--- src/rtl/core/primary_ray_direction_defines.svh ---
// Assertion macros for the primary ray direction block.
// Used by the top level; expects clk and rst_n in scope.
`ifndef PRIMARY_RAY_DIRECTION_DEFINES_SVH
`define PRIMARY_RAY_DIRECTION_DEFINES_SVH

// check a condition at every clock edge out of reset
`define PRD_ASSERT(label, expr) \
label: assert property (@(posedge clk) disable iff (!rst_n) expr) \
    else $error("primary_ray_direction: check failed");

// check a condition in the cycle after a trigger
`define PRD_ASSERT_NEXT(label, cond, expr) \
label: assert property (@(posedge clk) disable iff (!rst_n) cond |=> expr) \
    else $error("primary_ray_direction: check failed");

`endif

--- src/rtl/core/prd_pkg.sv ---
// Shared types, widths and helpers for the primary ray direction block.
// No dependencies.
package prd_pkg;

    localparam int NdcW   = 16;
    localparam int DirW   = 16;
    localparam int ScaleW = 16;
    localparam int BasisW = 48;
    localparam int DataW  = 64;
    localparam int AddrW  = 6;
    localparam int MagW   = 30;
    localparam int Len2W  = 62;
    localparam int LenW   = 31;

    typedef enum logic [2:0] {
        REG_RIGHT   = 3'd0,
        REG_UP      = 3'd1,
        REG_FWD     = 3'd2,
        REG_SCALE_X = 3'd3,
        REG_SCALE_Y = 3'd4
    } prd_reg_idx_t;

    typedef struct packed {
        logic [BasisW-1:0] right;
        logic [BasisW-1:0] up;
        logic [BasisW-1:0] fwd;
        logic [ScaleW-1:0] scale_x;
        logic [ScaleW-1:0] scale_y;
    } prd_cfg_t;

    typedef struct packed {
        logic                     zero;
        logic [2:0]               neg;
        logic [2:0][MagW-1:0]     mag;
    } prd_vec_t;

    function automatic logic signed [15:0] lane(input logic [BasisW-1:0] vec,
                                                input logic [1:0] idx);
        logic [15:0] sel;
        unique case (idx)
            2'd0:    sel = vec[47:32];
            2'd1:    sel = vec[31:16];
            default: sel = vec[15:0];
        endcase
        return $signed(sel);
    endfunction

endpackage

--- src/rtl/core/prd_regs.sv ---
// APB configuration registers: camera basis vectors and NDC scales.
// Depends on prd_pkg.
module prd_regs (
    input  logic                         clk,
    input  logic                         rst_n,
    input  logic                         psel,
    input  logic                         penable,
    input  logic                         pwrite,
    input  logic [prd_pkg::AddrW-1:0]    paddr,
    input  logic [prd_pkg::DataW-1:0]    pwdata,
    output logic [prd_pkg::DataW-1:0]    prdata,
    output logic                         pready,
    output prd_pkg::prd_cfg_t            cfg
);

    prd_pkg::prd_cfg_t     cfg_reg;
    prd_pkg::prd_cfg_t     cfg_next;
    prd_pkg::prd_reg_idx_t idx;
    logic                  wr;

    assign idx    = prd_pkg::prd_reg_idx_t'(paddr[5:3]);
    assign wr     = psel && penable && pwrite;
    assign pready = 1'b1;
    assign cfg    = cfg_reg;

    always_comb
    begin
        cfg_next = cfg_reg;
        if (wr)
        begin
            unique case (idx)
                prd_pkg::REG_RIGHT:   cfg_next.right   = pwdata[47:0];
                prd_pkg::REG_UP:      cfg_next.up      = pwdata[47:0];
                prd_pkg::REG_FWD:     cfg_next.fwd     = pwdata[47:0];
                prd_pkg::REG_SCALE_X: cfg_next.scale_x = pwdata[15:0];
                prd_pkg::REG_SCALE_Y: cfg_next.scale_y = pwdata[15:0];
                default:              cfg_next = cfg_reg;
            endcase
        end
    end

    always_comb
    begin
        unique case (idx)
            prd_pkg::REG_RIGHT:   prdata = {16'd0, cfg_reg.right};
            prd_pkg::REG_UP:      prdata = {16'd0, cfg_reg.up};
            prd_pkg::REG_FWD:     prdata = {16'd0, cfg_reg.fwd};
            prd_pkg::REG_SCALE_X: prdata = {48'd0, cfg_reg.scale_x};
            prd_pkg::REG_SCALE_Y: prdata = {48'd0, cfg_reg.scale_y};
            default:              prdata = '0;
        endcase
    end

    always_ff @(posedge clk or negedge rst_n)
    begin
        if (!rst_n)
        begin
            cfg_reg.right   <= 48'h8000_0000_0000;
            cfg_reg.up      <= 48'h0000_7FFF_0000;
            cfg_reg.fwd     <= 48'h0000_0000_7FFF;
            cfg_reg.scale_x <= 16'd3016;
            cfg_reg.scale_y <= 16'd1697;
        end
        else
        begin
            cfg_reg <= cfg_next;
        end
    end

endmodule

--- config.mk ---
export PLATFORM = sky130hd
export DESIGN_NAME = prd_regs
export DESIGN_NICKNAME = d
export VERILOG_FILES = /design/src/rtl/core/primary_ray_direction_defines.svh /design/src/rtl/core/prd_pkg.sv /design/src/rtl/core/prd_regs.sv
export SDC_FILE = /design/constraint.sdc
export NUM_CORES = 1
export LEC_CHECK = 0
export BUFFER_PORTS_ARGS = -buffer_cell sky130_fd_sc_hd__buf_2
export CAP_MARGIN = 20
export CORE_ASPECT_RATIO = 1.75
export CORE_UTILIZATION = 35
export DETAILED_ROUTE_END_ITERATION = 16
export HOLD_SLACK_MARGIN = 0.02
export PLACE_DENSITY = 0.7
export SLEW_MARGIN = 20
export SYNTH_ARGS = -nofsm -noshare
export SYNTH_HDL_FRONTEND = slang
export SYNTH_SLANG_ARGS = --single-unit
--- constraint.sdc ---
create_clock -name clk -period 2.83 [get_ports clk]
set_input_delay 0.283 -clock clk [delete_from_list [all_inputs] [get_ports clk]]
set_output_delay 0.283 -clock clk [all_outputs]
set_load 0.02 [all_outputs]
## Word level (Yosys, flattened, before mapping)

Cells that the tools add are included.

- Bits in registers: 176
- Output and inout bits: 241

- Equal/unequal tests: 4
- Multiplexer cells: 1
- Reductions and logical operators: 8

Operators by type and width:

| operator | number |
|---|---|
| case mux 48 bit (5 select lines) | 1 |
| AND reduction 2 bit | 5 |
| equality test 3 x 2 -> 1 bit (second input constant) | 2 |
| equality test 3 x 1 -> 1 bit (second input constant) | 1 |
| equality test 3 bit (second input constant) | 1 |
| zero test 3 bit | 1 |
| logical AND 1 bit | 2 |

## Depth between registers and ports, before layout

Gate-level depths: netlist of run 1.

- Depth in word-level cells: 3
- Mapped depth: 6

## Least setup slack after synthesis of run 1

No wires, ideal clock.

- Path type: input-to-output
- Start: input port paddr[5] in the netlist's numbering
- End: output port prdata[0] in the netlist's numbering
- Data arrival time: 1.541 ns
- Data required time: 2.547 ns
- Path slack: 1.006 ns
- Cell stages on the path: 4
- Cells stage by stage: buf_2 -> buf_1 -> mux2_2 -> a221o_1

- Cells in the longest elaborated chain, start to end: 2
- Elaborated cells between the ends (all ways): 6

RTL lines:

| what | RTL line | text |
|---|---|---|
| from (decl) | prd_regs.sv:9 | `input logic [prd_pkg::AddrW-1:0] paddr,` |
| equality test 3 bit, or another cell as far along | prd_regs.sv:44 | `unique case (idx)` |
| case mux 48 bit (5 select lines) * | prd_regs.sv:44 |  |
| to (decl) | prd_regs.sv:11 | `output logic [prd_pkg::DataW-1:0] prdata,` |

Mark *: on every way between the ends. The rest lies on a longest branch, timed or not.

## Final worst setup path of run 1

- Start: input port paddr[4] in the netlist's numbering
- End: output port prdata[44] in the netlist's numbering

Same word-level chain as after synthesis.

==> results.txt, run 1 <==
Counting flops with a built-in enable in the synthesized netlist gives 0. Dividing the detail-routed via count by the number of cells gives 5.02. Setup slack on the critical path of the routed design comes to 748 ps. The logs give 0 ps for the maximum clock skew at final layout and 740 ps for the pre-CTS setup slack. In the final routed layout, each cell accounts on average for 19.4 um.

The layout overhead on the synthesized area was 28.5%. Path category of the worst min-delay check: in2reg. The quantity of I/O buffers inserted on ports was 279. After clock tree synthesis, the clock-pin slew on the worst setup and hold paths is 60 ps.

The cell leakage power came out at 0.00537 uW. In this run, the number of DRC markers left after iteration 0 of detailed routing was 264. The most common cell in the synthesized netlist is sky130_fd_sc_hd__dfrtp_1. Net switching is 33.2% of the power. The total via count after detailed routing is 6107.

For the worst setup path, the data required time is 2550 ps. In this run the standard cell core region covers 23300 sq um. Excluding fillers, the count of instances in the completed layout stands at 1216. At the later pin of the worst-skew pair, clock insertion delay measures 430 ps. For this run, the detailed router's first-pass iteration total came to 4. The part of the power in combinational logic was 28.4%; the global placer's final weighted congestion was 0.786.

The synthesized netlist occupies a cell area of 8300 sq um. The register with the most flip-flops in the layout has 176 of them. The floorplan step set the die width to 118 um. CTS placed an instance of sky130_fd_sc_hd__clkbuf_16 at the clock tree root.

The vertical die dimension came out at 206 um. Counting instances in the post-synthesis netlist gives the leading cell types as sky130_fd_sc_hd__dfrtp_1, sky130_fd_sc_hd__mux2_2, sky130_fd_sc_hd__mux2_1, sky130_fd_sc_hd__mux2i_1, sky130_fd_sc_hd__dfstp_2. A synthesized cell averages 13.4 sq um.

In the final layout, the share of cells above drive strength 1 is 59.8%. In this run the number of H-tree levels came out at 4. The run gives 1183 as the cell total after placement. The total wire length after detailed routing was 23600 um; the utilization after layout was 45.7%. Registers are responsible for 42.1% of the overall power.

The cell family contributing the most delay on the critical path is buffers and inverters. In the finished design, the share of the clock period the worst path needs comes to 73.6%. The run gives 0 as the DRC violations left. The startpoint type of the worst setup path is an input pin.

For the pin with the worst max-slew slack, the measured transition is 682 ps. The run finished with clean final reports. Floorplan row count: 74. The via count of the first global-routing pass is 6214.

The yosys synthesis warning count is 0, and the antenna violation net count after detailed routing is 0. Of the synthesized area, sequential elements account for 53.7%. The slowest stage cell on the critical path was sky130_fd_sc_hd__buf_4.

The first global-routing pass estimated 35700 um of wire. STA classifies the critical path endpoint as an output port. The logs give 0 for the initial antenna violation count and 72 for the pin count of the biggest net entering global routing. Setup violations remaining at the end of the flow were counted as 0. The logs give 17 for the total clock buffers created by CTS and 0 for the global route total overflow. The HPWL after detailed placement is 16600 um.

The relative slew slack is 54.5%. The number of gates given a new drive strength after cts was 0; the adder and majority cell fraction of the synthesized area was 0%. The number of buffer and inverter instances along the worst setup path was 3. The synthesized netlist devotes 6.07% of its cell area to simple gates.

The run gives 176 as the total number of clock tree sinks. Of all flip-flops after synthesis, the portion carrying an async set or reset was 100%. The run gives 0.480 GHz as the highest achievable clock rate. The synthesized netlist devotes 4.05% of its cell area to compound gates.

The number of endpoints with negative hold slack in the final report was 0; the critical path's largest stage delay was 430 ps. In the final design database the tool counted 974 nets. Setup repair after global routing left no endpoint under its margin.

The flip-flop cell with the highest count after synthesis is sky130_fd_sc_hd__dfrtp_1. After synthesis, the largest family of logic cells by area is multiplexers. The largest area contributor in the netlist is sky130_fd_sc_hd__dfrtp_1. Total die area: 24400 sq um. The layout has 2203 filler cells. The logs give 316 for the top-level port count and 2750 uW for the power spent charging and discharging nets. For the signal arrival time at the worst endpoint, the log shows 1800 ps. After synthesis the netlist holds a flip-flop and latch count of 176.

The final-layout setup total negative slack came out at 0 ps. The minimum clock period came out at 2080 ps. In this run the power density over the cells is 776 nW/um^2.

The longest clock path from root to sink contains 2 buffers. TritonCTS built the clock tree. The clock network is responsible for 29.5% of the overall power.

The tools report the total track usage as 19.5%. The critical path in this run is classified as in2out. The logs give 405 uV for the worst voltage drop across the vdd grid and 8270 uW for the overall power after layout. The number of standard cells after synthesis was 619. The fraction of post-synthesis cell area in the top cell type by area is 40.4%.

Traced cell by cell, the critical path runs through buf_4 > buf_12 > mux2i_1 > or2_2 > a21oi_1 > buf_2. Synthesized-area fraction occupied by xor and xnor cells: 0%. Yosys attributes the largest share of cell area to sky130_fd_sc_hd__dfrtp_1, sky130_fd_sc_hd__mux2_2, sky130_fd_sc_hd__dfstp_2. Once the floorplan was initialized, standard cells occupied 35.6% of the core. Synthesis instantiated 29 different standard cells from the library. Cell internal power was estimated by the tool at 5530 uW.

Of all nets on the critical path, the largest fanout is 27. Measured against the total synthesized area, the mux share comes to 31.7%. The logs give 0 for the final-report max-slew violation count and 0 for the number of violations of the max-capacitance limit.
==> routing by layer <==
layer | GRT usage [%] | part of all wire [%] | vias up
met5 | 0 | 0 | -
met4 | 8.50 | 2.9 | 0
met1 | 21.1 | 38 | 3157
met2 | 36.0 | 55 | 196
met3 | 4.43 | 3.9 | 41
li1 | - | - | 2713
==> area by class of cell <==
cell class	instances	area [sq um]	area share (%)
Sequential cell	176	4460	41.8
Multi-Input combinational cell	400	3560	33.4
Timing Repair Buffer	304	1660	15.5
Clock buffer	19	443	4.15
Tap cell	304	380	3.57
Clock inverter	12	166	1.56
Antenna cell	1	2.50	0.0235
==> power groups by stage <==
stage                     clock network (uW)  logic [uW]  registers (uW)
after CTS                               2520        2370            3480
final                                   2440        2350            3480
after floorplan                            0         859            4080
after detailed placement                   0        2370            3530
after global placement                     0        2330            3500
after global routing                    2620        2490            3550
==> stage by stage <==
stage | area, sq um | hold WS [ps]
final | 10700 | 90.2
after global routing | 10700 | 65.2
after CTS | 10700 | 55.8
after detailed placement | 10000 | 350
after global placement | 10000 | 348
after floorplan | 8360 | -12.6
==> logic make-up (layout without fill, tap and decap cells) <==
logic type             after synthesis  after routing
multiplexers                       239            239
AND/OR/NAND/NOR                     93             93
buffers and inverters               58            335
other                                2             18
AO/OA/AOI/OAI                       51             51
flip-flops                         176            176
==> repair_timing <==
action                    in CTS  in global routing
hold buffers                   1                  0
buffers inserted               0                  0
hold endpoints to repair      52                  0
==> final timing paths <==
check                                 from    endpoint  slack (ps)  cells past startpoint
worst max-delay path              paddr[4]  prdata[44]         750                      6
worst min-delay path            pwdata[42]    cfg[122]          90                      2
worst max register to register    cfg[119]    cfg[119]        2000                      1
worst min register to register    cfg[158]    cfg[158]         510                      1
max in group asynchronous            rst_n     cfg[23]        1540                      3
min in group asynchronous            rst_n    cfg[129]         460                      2
==> placed cells by master, fill, tap and decap left out, types with 2 or more instances in the layout <==
cell                        count
sky130_fd_sc_hd__a21oi_1       33
sky130_fd_sc_hd__a221o_1       14
sky130_fd_sc_hd__buf_12         5
sky130_fd_sc_hd__buf_2        277
sky130_fd_sc_hd__buf_4         20
sky130_fd_sc_hd__bufinv_16      4
sky130_fd_sc_hd__clkbuf_16     17
sky130_fd_sc_hd__clkinv_2       6
sky130_fd_sc_hd__conb_1        17
sky130_fd_sc_hd__dfrtp_1      134
sky130_fd_sc_hd__dfstp_2       42
sky130_fd_sc_hd__mux2_1        60
sky130_fd_sc_hd__mux2_2       131
sky130_fd_sc_hd__mux2i_1       48
sky130_fd_sc_hd__nand2_1       34
sky130_fd_sc_hd__nor2_1        15
sky130_fd_sc_hd__nor2b_1        2
sky130_fd_sc_hd__nor3_4         2
sky130_fd_sc_hd__nor3b_4        2
sky130_fd_sc_hd__or2_2         32
(Power assumes the default switching activity.)
==> run 2: changes to the inputs <==
--- a/config.mk
+++ b/config.mk
@@ -11,7 +11,7 @@
 export CORE_UTILIZATION = 35
 export DETAILED_ROUTE_END_ITERATION = 16
 export HOLD_SLACK_MARGIN = 0.02
-export PLACE_DENSITY = 0.7
+export PLACE_DENSITY = 0.73
 export SLEW_MARGIN = 20
 export SYNTH_ARGS = -nofsm -noshare
 export SYNTH_HDL_FRONTEND = slang
==> constraint.sdc (replaced) <==
create_clock -name clk -period 1.7 [get_ports clk]
set_input_delay 0.17 -clock clk [delete_from_list [all_inputs] [get_ports clk]]
set_output_delay 0.17 -clock clk [all_outputs]
set_load 0.02 [all_outputs]
==> run 2 against run 1 <==
  * The flow now finishes with violations (negative setup slack)
  * Combinational power increased by 96%
  * Cell count grew 8.0%
  * Hold slack worse by 45 ps
  * Sequential share of layout area decreased by 4.5 points
  * Via count rose by 6.6%
  * Wire length up 5.9%
  * Die area did not move
  * Non-clock buffer count rose by 97
  * Critical endpoint is now prdata[11]
  * Largest cell class unchanged
  * Largest power group unchanged
==> results.txt, run 2 (synthesized netlist as in run 1, its figures left out) <==
The routed wire length per instance was 19.0 um (-1.9%); the total wire length after detailed routing was 25000 um (+5.9%). Power per standard cell area: 1220 nW/um^2 (+58%). The critical path starts at cfg[11]. The clock edge transition at the registers on the reported setup and hold paths works out to 60 ps (about the same). Timing would allow up to 0.578 GHz. The fraction of final layout cells with drive strength greater than 1 is 61.6% (+1.8 points), and the die boundary width is 118 um (unchanged). The minimum clock period was 1730 ps. The worst setup path is of the reg2out kind.

The count of cells along the worst register-to-register path was 3 (+2); the part of the power in combinational logic was 31.6% (+3.2 points). The post-layout net count came out at 1071 (+10%). The tools report the via count of the first global-routing pass as 6750 (+8.6%). The highest net fanout along the worst path came out at 3 (-89%). The internal cell power is 9820 uW (+78%).

For the floorplan row count, the log shows 74 (unchanged). The run finished, with violations left. The checks that failed: negative setup slack. The total number of clock tree sinks is 176 (unchanged), and the number of instances on the worst hold path is 2 (unchanged).

The initial antenna violation count was 0 (unchanged). The tools report the antenna violation net count after detailed routing as 0 (unchanged). TritonCTS built the clock tree. The tools report the count of inserted antenna diode cells as 0 (-1).

The tools report the critical path capture point as prdata[11]. Signal arrival time at the worst endpoint: 1560 ps (-240 ps). The root buffer cell chosen for the clock tree is sky130_fd_sc_hd__clkbuf_16.

For the starting density of the core, the log shows 35.6% (unchanged). For the number of violations of the max-capacitance limit, the log shows 0 (unchanged). The ratio of routed vias to standard cells works out to 4.96 (-1.2%).

The top-level port count is 316 (unchanged), and the worst reg-to-reg setup slack is 670 ps (-1330 ps). The final-report max-slew violation count was 0 (unchanged); the first-iteration detailed-routing DRC count was 214 (-19%). The first-pass iteration count of the detailed router was 4 (unchanged); the DRC violations left was 0 (unchanged). The number of H-tree levels is 4 (unchanged). The worst voltage drop across the vdd grid is 847 uV (+110%).

The tools report the global-route wire length before repair as 37300 um (+4.5%). The pre-CTS setup slack was -2.48 ps (-743 ps). The path class of the tightest hold or removal check is in2reg. The total via count after detailed routing is 6513 (+6.6%).

The total track usage was 20.3% (+0.82 points); the fraction of power consumed by sequential logic was 39.7% (-2.4 points). The logs give 14600 uW (+76%) for the overall power after layout and 28.7% (-0.8 points) for the clock power share. The critical register-to-register path endpoint was cfg[64]. The tools report the required time of the critical path as 1530 ps (-1020 ps). The tools report the setup violation total in the final timing report as 8 (+8). The flip-flop count of the largest register, all copies and words added is 176 (unchanged). For the number of endpoints with negative hold slack in the final report, the log shows 0 (unchanged). The global placer's final weighted congestion came out at 0.801 (+1.9%). From synthesis to final layout, the design area changed by 43.9%.

The clock latency at the later pin of the worst-skew pair was 430 ps (about the same). The run gives 0 ps (unchanged) as the maximum clock skew at final layout. The cell leakage power was 0.00593 uW (+10%). The quantity of I/O buffers inserted on ports is 279 (unchanged).

The top cell types in the final layout, fill and taps aside, are sky130_fd_sc_hd__buf_2, sky130_fd_sc_hd__dfrtp_1, sky130_fd_sc_hd__mux2_2. The logs give 4790 uW (+74%) for the power spent charging and discharging nets and 2 (unchanged) for the maximum count of clock buffers along a single path. The placeable core area was 23300 sq um (unchanged).

The tools report the worst-case setup margin in the final layout as -30.9 ps (-779 ps). The worst path uses 102% of the clock period. STA classifies the critical path endpoint as an output port.

Detailed placer's ending HPWL: 17000 um (+2.3%). The switching fraction of total power was 32.8% (-0.40 points); the vertical die dimension was 206 um (unchanged). Setup repair after global routing could not meet its margin everywhere.

The pin count of the biggest net entering global routing is 64 (-11%). Leaving out fill and tap cells, the most frequent cell in the layout is sky130_fd_sc_hd__buf_2. The reg-to-reg startpoint was cfg[64]. The total clock buffers created by CTS was 17 (unchanged). The total die area was 24400 sq um (unchanged).

The global route total overflow is 0 (unchanged). The worst setup path is launched from a flip-flop.
## run 2: metal layers
layer	track usage [%]	up-vias	part of all wire, %
li1	-	2911	-
met1	20.7	3285	36
met2	37.6	240	55
met3	4.30	77	4.2
met4	12.6	0	4.6
met5	0	-	0
## run 2: final cells by class
cell class                 instances  area (sq um)
tap                              304           380
multi-input combinational        400          3700
clock inverter                     9           155
clock buffer                      23           478
fill                            1991         11400
sequential                       176          4460
timing repair buffer             401          2770
## run 2: per-stage QoR
step | utilization (%) | hold WS, ps | std cells | TNS (ps) | cell area, sq um
after floorplan | - | -126 | 634 | 0 | 8360
after global placement | 43.7 | 31.3 | 1190 | 0 | 10200
after detailed placement | 43.7 | 33.2 | 1190 | -2.98 | 10200
after CTS | 49.8 | 21.1 | 1292 | -419 | 11600
after global routing | 51.2 | 21.7 | 1313 | -1040 | 11900
final | 51.2 | 44.7 | 1313 | -148 | 11900
## run 2: power groups by stage
stage / logic, uW / registers (uW) / clock network (uW)
after floorplan: 1430 / 6790 / 0
after global placement: 3880 / 5860 / 0
after detailed placement: 3950 / 5890 / 0
after CTS: 4380 / 5800 / 4290
after global routing: 4890 / 5900 / 4460
final: 4610 / 5800 / 4190
## run 2: how the worst min path moves through the flow
| stage | start | end |
|---|---|---|
| detailed placement | rst_n | cfg[139] |
| floorplan | rst_n | cfg[111] |
| global route | pwdata[2] | cfg[82] |
| CTS | pwdata[2] | cfg[82] |
| global placement | rst_n | cfg[91] |
| finish | pwdata[2] | cfg[82] |
## run 2: timing repair
item / CTS / global route
endpoints found under the hold margin: 274 / 0
pin swaps: 16 / 9
resized for setup: 47 / 49
hold buffers: 43 / 0
buffers inserted: 27 / 21
endpoints found under the setup margin: 19 / 39
## run 2: critical path, cell delays in order (launching register included)
cell                      delay [ps]
sky130_fd_sc_hd__dfrtp_1         410
sky130_fd_sc_hd__mux2_4          270
sky130_fd_sc_hd__a221o_1         320
sky130_fd_sc_hd__buf_6           140
